**src/rtl/egcd_pkg.sv**
```systemverilog
`timescale 1ns / 1ps
`default_nettype none
// ----------------------------------------------------------------------------
// Extended GCD package
// Shared controller states and the command and status bundles that join the
// sequencer to the arithmetic datapath.
// ----------------------------------------------------------------------------
package egcd_pkg;

	// Sequencer states.
	typedef enum logic [1:0] {
		ST_IDLE,
		ST_CHECK,
		ST_DIV,
		ST_UPDATE
	} egcd_state_t;

	// Commands from the sequencer to the datapath.
	typedef struct packed {
		logic load;       // take a new operand pair
		logic start_div;  // prime the divider for one quotient step
		logic div_step;   // one restoring division bit
		logic update;     // rotate remainder and coefficient pairs
		logic capture;    // copy the finished result to the output registers
	} egcd_cmd_t;

	// Status from the datapath to the sequencer.
	typedef struct packed {
		logic r1_zero;    // current divisor is zero, algorithm is finished
	} egcd_sts_t;

endpackage
`default_nettype wire

```
**src/rtl/egcd_op_if.sv**
```systemverilog
`timescale 1ns / 1ps
`default_nettype none
// ----------------------------------------------------------------------------
// Operand channel
// Valid/ready channel that carries one operand pair per transfer.
// ----------------------------------------------------------------------------
interface egcd_op_if #(
	parameter int DATA_WIDTH = 32
) ();
	logic                  valid;
	logic                  ready;
	logic [DATA_WIDTH-2:0] operand_a;
	logic [DATA_WIDTH-2:0] operand_b;

	modport source (output valid, output operand_a, output operand_b, input ready);
	modport sink   (input valid, input operand_a, input operand_b, output ready);
endinterface
`default_nettype wire

```
**src/rtl/egcd_res_if.sv**
```systemverilog
`timescale 1ns / 1ps
`default_nettype none
// ----------------------------------------------------------------------------
// Result channel
// Valid/ready channel that carries the gcd and both Bezout coefficients.
// ----------------------------------------------------------------------------
interface egcd_res_if #(
	parameter int DATA_WIDTH = 32
) ();
	logic                         valid;
	logic                         ready;
	logic [DATA_WIDTH-2:0]        divisor_out;
	logic signed [DATA_WIDTH-1:0] coef_a;
	logic signed [DATA_WIDTH-1:0] coef_b;

	modport source (output valid, output divisor_out, output coef_a, output coef_b,
		input ready);
	modport sink   (input valid, input divisor_out, input coef_a, input coef_b,
		output ready);
endinterface
`default_nettype wire

```
**src/rtl/egcd_dp.sv**
```systemverilog
`timescale 1ns / 1ps
`default_nettype none
// ----------------------------------------------------------------------------
// Extended GCD datapath
// Remainder and coefficient pairs, a radix-2 restoring divider and two
// shift-and-add accumulators that form q*s1 and q*t1 as quotient bits appear.
// ----------------------------------------------------------------------------
module egcd_dp #(
	parameter int DATA_WIDTH = 32
) (
	input  wire logic                         clk,
	input  wire egcd_pkg::egcd_cmd_t          cmd,
	output egcd_pkg::egcd_sts_t               sts,
	input  wire logic [DATA_WIDTH-2:0]        operand_a,
	input  wire logic [DATA_WIDTH-2:0]        operand_b,
	output logic [DATA_WIDTH-2:0]             divisor_out,
	output logic signed [DATA_WIDTH-1:0]      coef_a,
	output logic signed [DATA_WIDTH-1:0]      coef_b
);
	localparam int OW = DATA_WIDTH - 1;
	localparam int CW = DATA_WIDTH;

	logic [OW-1:0] r0_q, r1_q;
	logic [CW-1:0] s0_q, s1_q, t0_q, t1_q;
	logic [OW-1:0] rem_q, dvd_q;
	logic [CW-1:0] acc_s_q, acc_t_q;
	logic [OW-1:0] gcd_q;
	logic [CW-1:0] ca_q, cb_q;

	logic [OW:0]   trial;
	logic          q_bit;
	logic [OW-1:0] rem_d;

	// One restoring division step: bring in the next dividend bit and subtract
	// the divisor when it fits.
	always_comb begin
		trial = {rem_q, dvd_q[OW-1]};
		q_bit = (trial >= {1'b0, r1_q});
		if (q_bit) begin
			rem_d = OW'(trial - {1'b0, r1_q});
		end else begin
			rem_d = trial[OW-1:0];
		end
	end

	// Working registers; no reset needed on payload.
	always_ff @(posedge clk) begin
		if (cmd.load) begin
			r0_q <= operand_a;
			r1_q <= operand_b;
			s0_q <= CW'(1);
			s1_q <= '0;
			t0_q <= '0;
			t1_q <= CW'(1);
		end else if (cmd.update) begin
			r0_q <= r1_q;
			r1_q <= rem_q;
			s0_q <= s1_q;
			s1_q <= s0_q - acc_s_q;
			t0_q <= t1_q;
			t1_q <= t0_q - acc_t_q;
		end

		if (cmd.start_div) begin
			rem_q   <= '0;
			dvd_q   <= r0_q;
			acc_s_q <= '0;
			acc_t_q <= '0;
		end else if (cmd.div_step) begin
			rem_q   <= rem_d;
			dvd_q   <= {dvd_q[OW-2:0], 1'b0};
			acc_s_q <= {acc_s_q[CW-2:0], 1'b0} + (q_bit ? s1_q : '0);
			acc_t_q <= {acc_t_q[CW-2:0], 1'b0} + (q_bit ? t1_q : '0);
		end

		if (cmd.capture) begin
			gcd_q <= r0_q;
			ca_q  <= s0_q;
			cb_q  <= t0_q;
		end
	end

	// Status and result outputs.
	assign sts.r1_zero = (r1_q == '0);
	assign divisor_out = gcd_q;
	assign coef_a      = $signed(ca_q);
	assign coef_b      = $signed(cb_q);

endmodule
`default_nettype wire

```
**src/rtl/egcd_ctrl.sv**
```systemverilog
`timescale 1ns / 1ps
`default_nettype none
// ----------------------------------------------------------------------------
// Extended GCD sequencer
// Steps the datapath through Euclid iterations and owns both handshakes.
// ----------------------------------------------------------------------------
module egcd_ctrl #(
	parameter int OP_WIDTH = 31
) (
	input  wire logic                clk,
	input  wire logic                arst_n,
	input  wire logic                in_valid,
	output logic                     in_ready,
	output logic                     out_valid,
	input  wire logic                out_ready,
	output egcd_pkg::egcd_cmd_t      cmd,
	input  wire egcd_pkg::egcd_sts_t sts
);
	localparam int CNT_W = $clog2(OP_WIDTH);

	egcd_pkg::egcd_state_t state_q, state_d;
	logic [CNT_W-1:0]      cnt_q, cnt_d;
	logic                  out_valid_q, out_valid_d;
	logic                  out_free;

	// State, bit counter and result valid flag.
	always_ff @(posedge clk or negedge arst_n) begin
		if (!arst_n) begin
			state_q     <= egcd_pkg::ST_IDLE;
			cnt_q       <= '0;
			out_valid_q <= 1'b0;
		end else begin
			state_q     <= state_d;
			cnt_q       <= cnt_d;
			out_valid_q <= out_valid_d;
		end
	end

	assign out_free = !out_valid_q || out_ready;

	// Next state and commands.
	always_comb begin
		state_d     = state_q;
		cnt_d       = cnt_q;
		out_valid_d = out_valid_q;
		cmd         = '0;
		in_ready    = 1'b0;
		if (out_valid_q && out_ready) begin
			out_valid_d = 1'b0;
		end
		unique case (state_q)
			egcd_pkg::ST_IDLE: begin
				in_ready = 1'b1;
				if (in_valid) begin
					cmd.load = 1'b1;
					state_d  = egcd_pkg::ST_CHECK;
				end
			end
			egcd_pkg::ST_CHECK: begin
				if (sts.r1_zero) begin
					// Finished: hand the result over once the output register frees.
					if (out_free) begin
						cmd.capture = 1'b1;
						out_valid_d = 1'b1;
						state_d     = egcd_pkg::ST_IDLE;
					end
				end else begin
					cmd.start_div = 1'b1;
					cnt_d         = CNT_W'(OP_WIDTH - 1);
					state_d       = egcd_pkg::ST_DIV;
				end
			end
			egcd_pkg::ST_DIV: begin
				cmd.div_step = 1'b1;
				if (cnt_q == '0) begin
					state_d = egcd_pkg::ST_UPDATE;
				end else begin
					cnt_d = cnt_q - CNT_W'(1);
				end
			end
			egcd_pkg::ST_UPDATE: begin
				cmd.update = 1'b1;
				state_d    = egcd_pkg::ST_CHECK;
			end
			default: begin
				state_d = egcd_pkg::ST_IDLE;
			end
		endcase
	end

	assign out_valid = out_valid_q;

endmodule
`default_nettype wire

```
**src/rtl/extended_gcd.sv**
```systemverilog
`timescale 1ns / 1ps
`default_nettype none
// ----------------------------------------------------------------------------
// Extended GCD
// Computes gcd(a, b) and Bezout coefficients s, t with s*a + t*b = gcd.
// ----------------------------------------------------------------------------
// Usage: operand pairs arrive on the operands channel and one result per pair
// leaves on the results channel; both are valid/ready, a transfer happens
// when valid and ready are high at a rising clock edge.
// Operands are DATA_WIDTH-1 bits unsigned, coefficients DATA_WIDTH bits
// two's complement. Zero operands are handled: with b zero the result is
// gcd = a, s = 1, t = 0.
// Timing: one pair is processed at a time. Each Euclid iteration passes
// through a check state, a run of radix-2 divider steps (one per quotient
// bit) that also accumulate q*s and q*t, and an update state. A result
// becomes valid after k such iterations and a final check; k is at most
// about 46 at the default width.
// A registered output decouples the sides: while a result waits for the
// receiver, the next pair is taken and computed, and the block stalls only
// when that next result is ready before the previous one has left.
// Reset clears the sequencer and drops any result not yet transferred.
// ----------------------------------------------------------------------------
module extended_gcd #(
	parameter int DATA_WIDTH = 32
) (
	input  wire logic  clk,
	input  wire logic  arst_n,
	egcd_op_if.sink    operands,
	egcd_res_if.source results
);
	egcd_pkg::egcd_cmd_t cmd;
	egcd_pkg::egcd_sts_t sts;

	// Sequencer.
	egcd_ctrl #(
		.OP_WIDTH(DATA_WIDTH - 1)
	) u_ctrl (
		.clk      (clk),
		.arst_n   (arst_n),
		.in_valid (operands.valid),
		.in_ready (operands.ready),
		.out_valid(results.valid),
		.out_ready(results.ready),
		.cmd      (cmd),
		.sts      (sts)
	);

	// Arithmetic datapath.
	egcd_dp #(
		.DATA_WIDTH(DATA_WIDTH)
	) u_dp (
		.clk        (clk),
		.cmd        (cmd),
		.sts        (sts),
		.operand_a  (operands.operand_a),
		.operand_b  (operands.operand_b),
		.divisor_out(results.divisor_out),
		.coef_a     (results.coef_a),
		.coef_b     (results.coef_b)
	);

endmodule
`default_nettype wire
```
**src/flat_wrapper.sv**
```systemverilog
// flat-port wrapper written by rule: the top's interface ports become plain ports
module extended_gcd_flat 
#(
	parameter int DATA_WIDTH = 32
)
  (clk, arst_n, operands_valid, operands_operand_a, operands_operand_b, operands_ready, results_valid, results_divisor_out, results_coef_a, results_coef_b, results_ready);
  egcd_op_if #(.DATA_WIDTH(DATA_WIDTH)) operands_i ();
  egcd_res_if #(.DATA_WIDTH(DATA_WIDTH)) results_i ();
  input  wire logic clk;
  input  wire logic arst_n;
  input wire logic [$bits(operands_i.valid)-1:0] operands_valid;
  input wire logic [$bits(operands_i.operand_a)-1:0] operands_operand_a;
  input wire logic [$bits(operands_i.operand_b)-1:0] operands_operand_b;
  output wire logic [$bits(operands_i.ready)-1:0] operands_ready;
  output wire logic [$bits(results_i.valid)-1:0] results_valid;
  output wire logic [$bits(results_i.divisor_out)-1:0] results_divisor_out;
  output wire logic [$bits(results_i.coef_a)-1:0] results_coef_a;
  output wire logic [$bits(results_i.coef_b)-1:0] results_coef_b;
  input wire logic [$bits(results_i.ready)-1:0] results_ready;
  assign operands_i.valid = operands_valid;
  assign operands_i.operand_a = operands_operand_a;
  assign operands_i.operand_b = operands_operand_b;
  assign operands_ready = operands_i.ready;
  assign results_valid = results_i.valid;
  assign results_divisor_out = results_i.divisor_out;
  assign results_coef_a = results_i.coef_a;
  assign results_coef_b = results_i.coef_b;
  assign results_i.ready = results_ready;
  extended_gcd #(.DATA_WIDTH(DATA_WIDTH)) u_core (.clk(clk), .arst_n(arst_n), .operands(operands_i), .results(results_i));
endmodule
```
**config.mk**
```make
export PLATFORM = sky130hd
export DESIGN_NAME = extended_gcd_flat
export DESIGN_NICKNAME = d
export VERILOG_FILES = /design/src/rtl/egcd_pkg.sv /design/src/rtl/egcd_op_if.sv /design/src/rtl/egcd_res_if.sv /design/src/rtl/egcd_dp.sv /design/src/rtl/egcd_ctrl.sv /design/src/rtl/extended_gcd.sv /design/src/flat_wrapper.sv
export SDC_FILE = /design/constraint.sdc
export NUM_CORES = 1
export LEC_CHECK = 0
export BUFFER_PORTS_ARGS = -buffer_cell sky130_fd_sc_hd__buf_2
export CAP_MARGIN = 20
export CORE_UTILIZATION = 55
export CTS_BUF_LIST = sky130_fd_sc_hd__clkbuf_16
export DETAILED_ROUTE_END_ITERATION = 16
export GPL_TIMING_DRIVEN = 0
export HOLD_SLACK_MARGIN = 0.12
export PLACE_DENSITY = 0.88
export SKIP_CTS_REPAIR_TIMING = 1
export SYNTH_ARGS = -nofsm -noshare
export SYNTH_HDL_FRONTEND = slang
export SYNTH_HIERARCHICAL = 1
export SYNTH_SLANG_ARGS = --single-unit
```
**constraint.sdc**
```tcl
create_clock -name clk -period 6.5 [get_ports clk]
set_clock_uncertainty 0.15 [all_clocks]
set_input_delay 0.975 -clock clk [delete_from_list [all_inputs] [get_ports clk]]
set_output_delay 0.975 -clock clk [all_outputs]
set_load 0.1 [all_outputs]
```
==> impl_metrics.yaml <==
floorplanning:
  core_area_um2: 41900
  io_pins: 163
  die_w_um: 208
  start_util: 0.558
  rows: 75
  die-area_um2: 43300
  die_h_um: 208
routing:
  vias: 19362
  finalWirelength_um: 64700
  drc: 0
  drt_iter0_markers: 1815
  via_per_inst: 6.08
  antenna_left: 0
  wl_per_cell_um: 20.3
  drt_pass1_iterations: 6
logic_synthesis:
  netlist_area_um2: 23400
  synth_top_area_share: 0.241
  netlist_instances: 2395
  synth_warnings: 6
  synth.most_common_cell: "nor2_1"
  ys.flop_type: "dfxtp_1"
  synth_top_cell_by_area: "edfxtp_1"
  seq_area_frac_synth: 0.441
  synth.net_count: 2625
  synth_common_cells: "nor2_1 (248), dfxtp_1 (223), edfxtp_1 (188)"
  ys_ff_latch: 419
  synth_cell_type_count: 87
  synth-edff-count: 188
  synth.area.top_cells: "edfxtp_1 (24%), dfxtp_1 (19%), ha_1 (8.5%)"
  avgSynthCellArea_um2: 9.76
  async_flop_share: 0.0191
global_route:
  grt_pass1_wl_um: 101000
  track_usage: 0.292
  grt_max_degree: 41
  grt_pass1_vias: 18981
  antenna_found_initial: 2
  gr-total-overflow: 0
worst_setup_path:
  end_kind: "flop"
  timing.rr.end: "u_core/u_dp/acc_t_q[31]$_SDFFE_PP0P_"
  rr_startpoint: "u_core/u_dp/r1_q[0]$_DFFE_PP_"
  cp_max_fo: 19
  startpoint: "u_core/u_dp/r1_q[0]$_DFFE_PP_"
  cp-start-kind: "flop"
  path_class: "reg2reg"
  cp_data_required_time_ns: 6.85
  r2r_slack_ns: 0.24
  rr_worst_depth: 22
  crit_arrival_ns: 6.61
  endpoint: "u_core/u_dp/acc_t_q[31]$_SDFFE_PP0P_"
sta:
  hold_viol: 0
  fmax_mhz: 160
  holdWs_ns: 0.290
  worst_slack_ns: 0.242
  slew_headroom: 0.216
  finalCriticalPeriod_ns: 6.26
  final-max-slew-violation-count: 0
  worst_pin_slew_ns: 1.18
  tns_ns: 0
  setup_violations: 0
  post-route-period-util: 0.963
worst_hold_path:
  min_path_type: "reg2reg"
clock_network:
  cts-root-buf: "clkbuf_16"
  clk_latency_ns: 0.59
  clock-sinks: 419
  cts.clk_slew.worst_paths_ns: 0.06
  cts_tree: "built"
  clockBufferDepth: 3
  cts_buffers: 44
  ctsHtreeMaxLevel: 2
pwr:
  p_leak_nw: 10.9
  seq_power_share: 0.305
  sw_frac_of_total: 0.417
  p_int_mw: 7.93
  power_density_nw_per_um2: 513
  p_clk_frac: 0.187
  switching_power_mw: 5.67
  p_total_mw: 13.6
  peakVddDrop_mv: 0.304
  combPwrFrac: 0.508
place:
  place_area_um2: 25000
  place_congestion: 0.966
  place_ws_ns: -0.173
  dp_hpwl_um: 47200
  dp_cells: 3101
  io_buffer_count: 162
cells_and_area:
  drive_gt1_frac: 0.127
  n_antenna_cell: 0
  syn2layout_area_growth_pct: 13.4
  design_area_um2: 26500
  fin_cells: 3184
  final_util: 0.632
  fin_nets: 2839
status:
  status: "completed"
run:
  maxCapViolations: 0
==> critical path, stage by stage, from the launching register on <==
cell       delay, ns
edfxtp_1        0.46
ha_1            0.28
fa_1            0.38
and2b_1         0.27
o31ai_2         0.10
o2bb2ai_1       0.25
o31ai_2         0.44
o21ai_1         0.21
nand2_1         0.16
buf_2           0.32
clkbuf_4        0.38
and2_1          0.18
ha_1            0.22
fa_1            0.31
a211oi_2        0.13
o211ai_1        0.24
nand3_1         0.15
a211oi_1        0.36
nor2_1          0.14
o21ai_1         0.27
a31oi_1         0.17
xnor3_1         0.37
a211oi_1        0.23
==> state kept, by name (all words and copies together), names as in the netlist <==
register	count
u_core/u_dp/r0_q	31
u_core/u_dp/coef_a	32
u_core/u_dp/r1_q	31
u_core/u_dp/dvd_q	31
u_core/u_ctrl/state_q	2
u_core/u_dp/coef_b	32
u_core/u_dp/s1_q	32
u_core/u_dp/acc_t_q	32
u_core/u_dp/acc_s_q	32
u_core/u_dp/rem_q	31
u_core/u_dp/s0_q	32
u_core/u_ctrl/out_valid	1
u_core/u_dp/t0_q	32
u_core/u_ctrl/cnt_q	5
u_core/u_dp/t1_q	32
u_core/u_dp/divisor_out	31
==> area by class of cell <==
type | instances | area, µm²
plain buffers | 94 | 370
clock buffers | 46 | 1150
clock inverters | 36 | 305
fillers | 3328 | 15400
inverters | 130 | 488
multi-input cells | 1751 | 12300
flip-flops and latches | 419 | 10300
well taps | 539 | 674
repair buffers | 169 | 941
==> layout by cell type, fill, tap and decap left out, types with 65 or more instances in the layout <==
cell type	netlist	layout
a21oi_1	131	130
mux2i_1	120	120
inv_1	128	137
xnor2_1	68	68
and2_1	72	72
nor2_1	248	248
o21ai_0	114	114
dfxtp_1	223	223
ha_1	159	159
edfxtp_1	188	188
buf_2	9	170
nand2_1	187	187
mux2_2	65	65
==> kinds of logic (layout without fill, tap and decap cells) <==
family / Yosys count / in the layout / synth area share
compound gates: 582 / 582 / 0.165
xor+xnor: 121 / 121 / 0.0459
fa+ha+maj: 164 / 164 / 0.0893
buf+inv: 225 / 475 / 0.0366
flops: 419 / 419 / 0.441
mux: 185 / 185 / 0.0827
simple gates: 699 / 699 / 0.140
==> worst min-delay path by stage <==
stage	to	from	slack [ns]	depth (start not counted)
2_1_floorplan	u_core/u_dp/coef_a[0]$_DFFE_PP_	u_core/u_dp/s0_q[0]$_SDFFE_PP1P_	0.26	0
3_3_place_gp	u_core/u_dp/coef_a[0]$_DFFE_PP_	u_core/u_dp/s0_q[0]$_SDFFE_PP1P_	0.27	0
3_5_place_dp	u_core/u_dp/divisor_out[7]$_DFFE_PP_	u_core/u_dp/r0_q[7]$_DFFE_PP_	0.28	0
4_1_cts	u_core/u_ctrl/cnt_q[3]$_DFFE_PN0P_	arst_n	0.07	1
5_1_grt	u_core/u_dp/divisor_out[7]$_DFFE_PP_	u_core/u_dp/r0_q[7]$_DFFE_PP_	0.30	0
6_report	u_core/u_dp/divisor_out[14]$_DFFE_PP_	u_core/u_dp/r0_q[14]$_DFFE_PP_	0.29	0
==> power by group through the flow <==
stage               registers, mW  logic, mW  clock network [mW]
floorplan                    3.99       5.08                   0
global placement             4.18       6.38                   0
detailed placement           4.18       6.63                   0
CTS                          4.14       6.71                2.59
global route                 4.22       7.45                2.68
finish                       4.15       6.91                2.55
==> layer usage <==
metal	vias to the layer above	part of all wire	global-route usage
met5	-	0	0
met4	0	0.046	0.150
met3	185	0.073	0.0415
met2	838	0.46	0.480
met1	9244	0.42	0.376
li1	9095	-	-
Power figures use the tool's default switching activity.
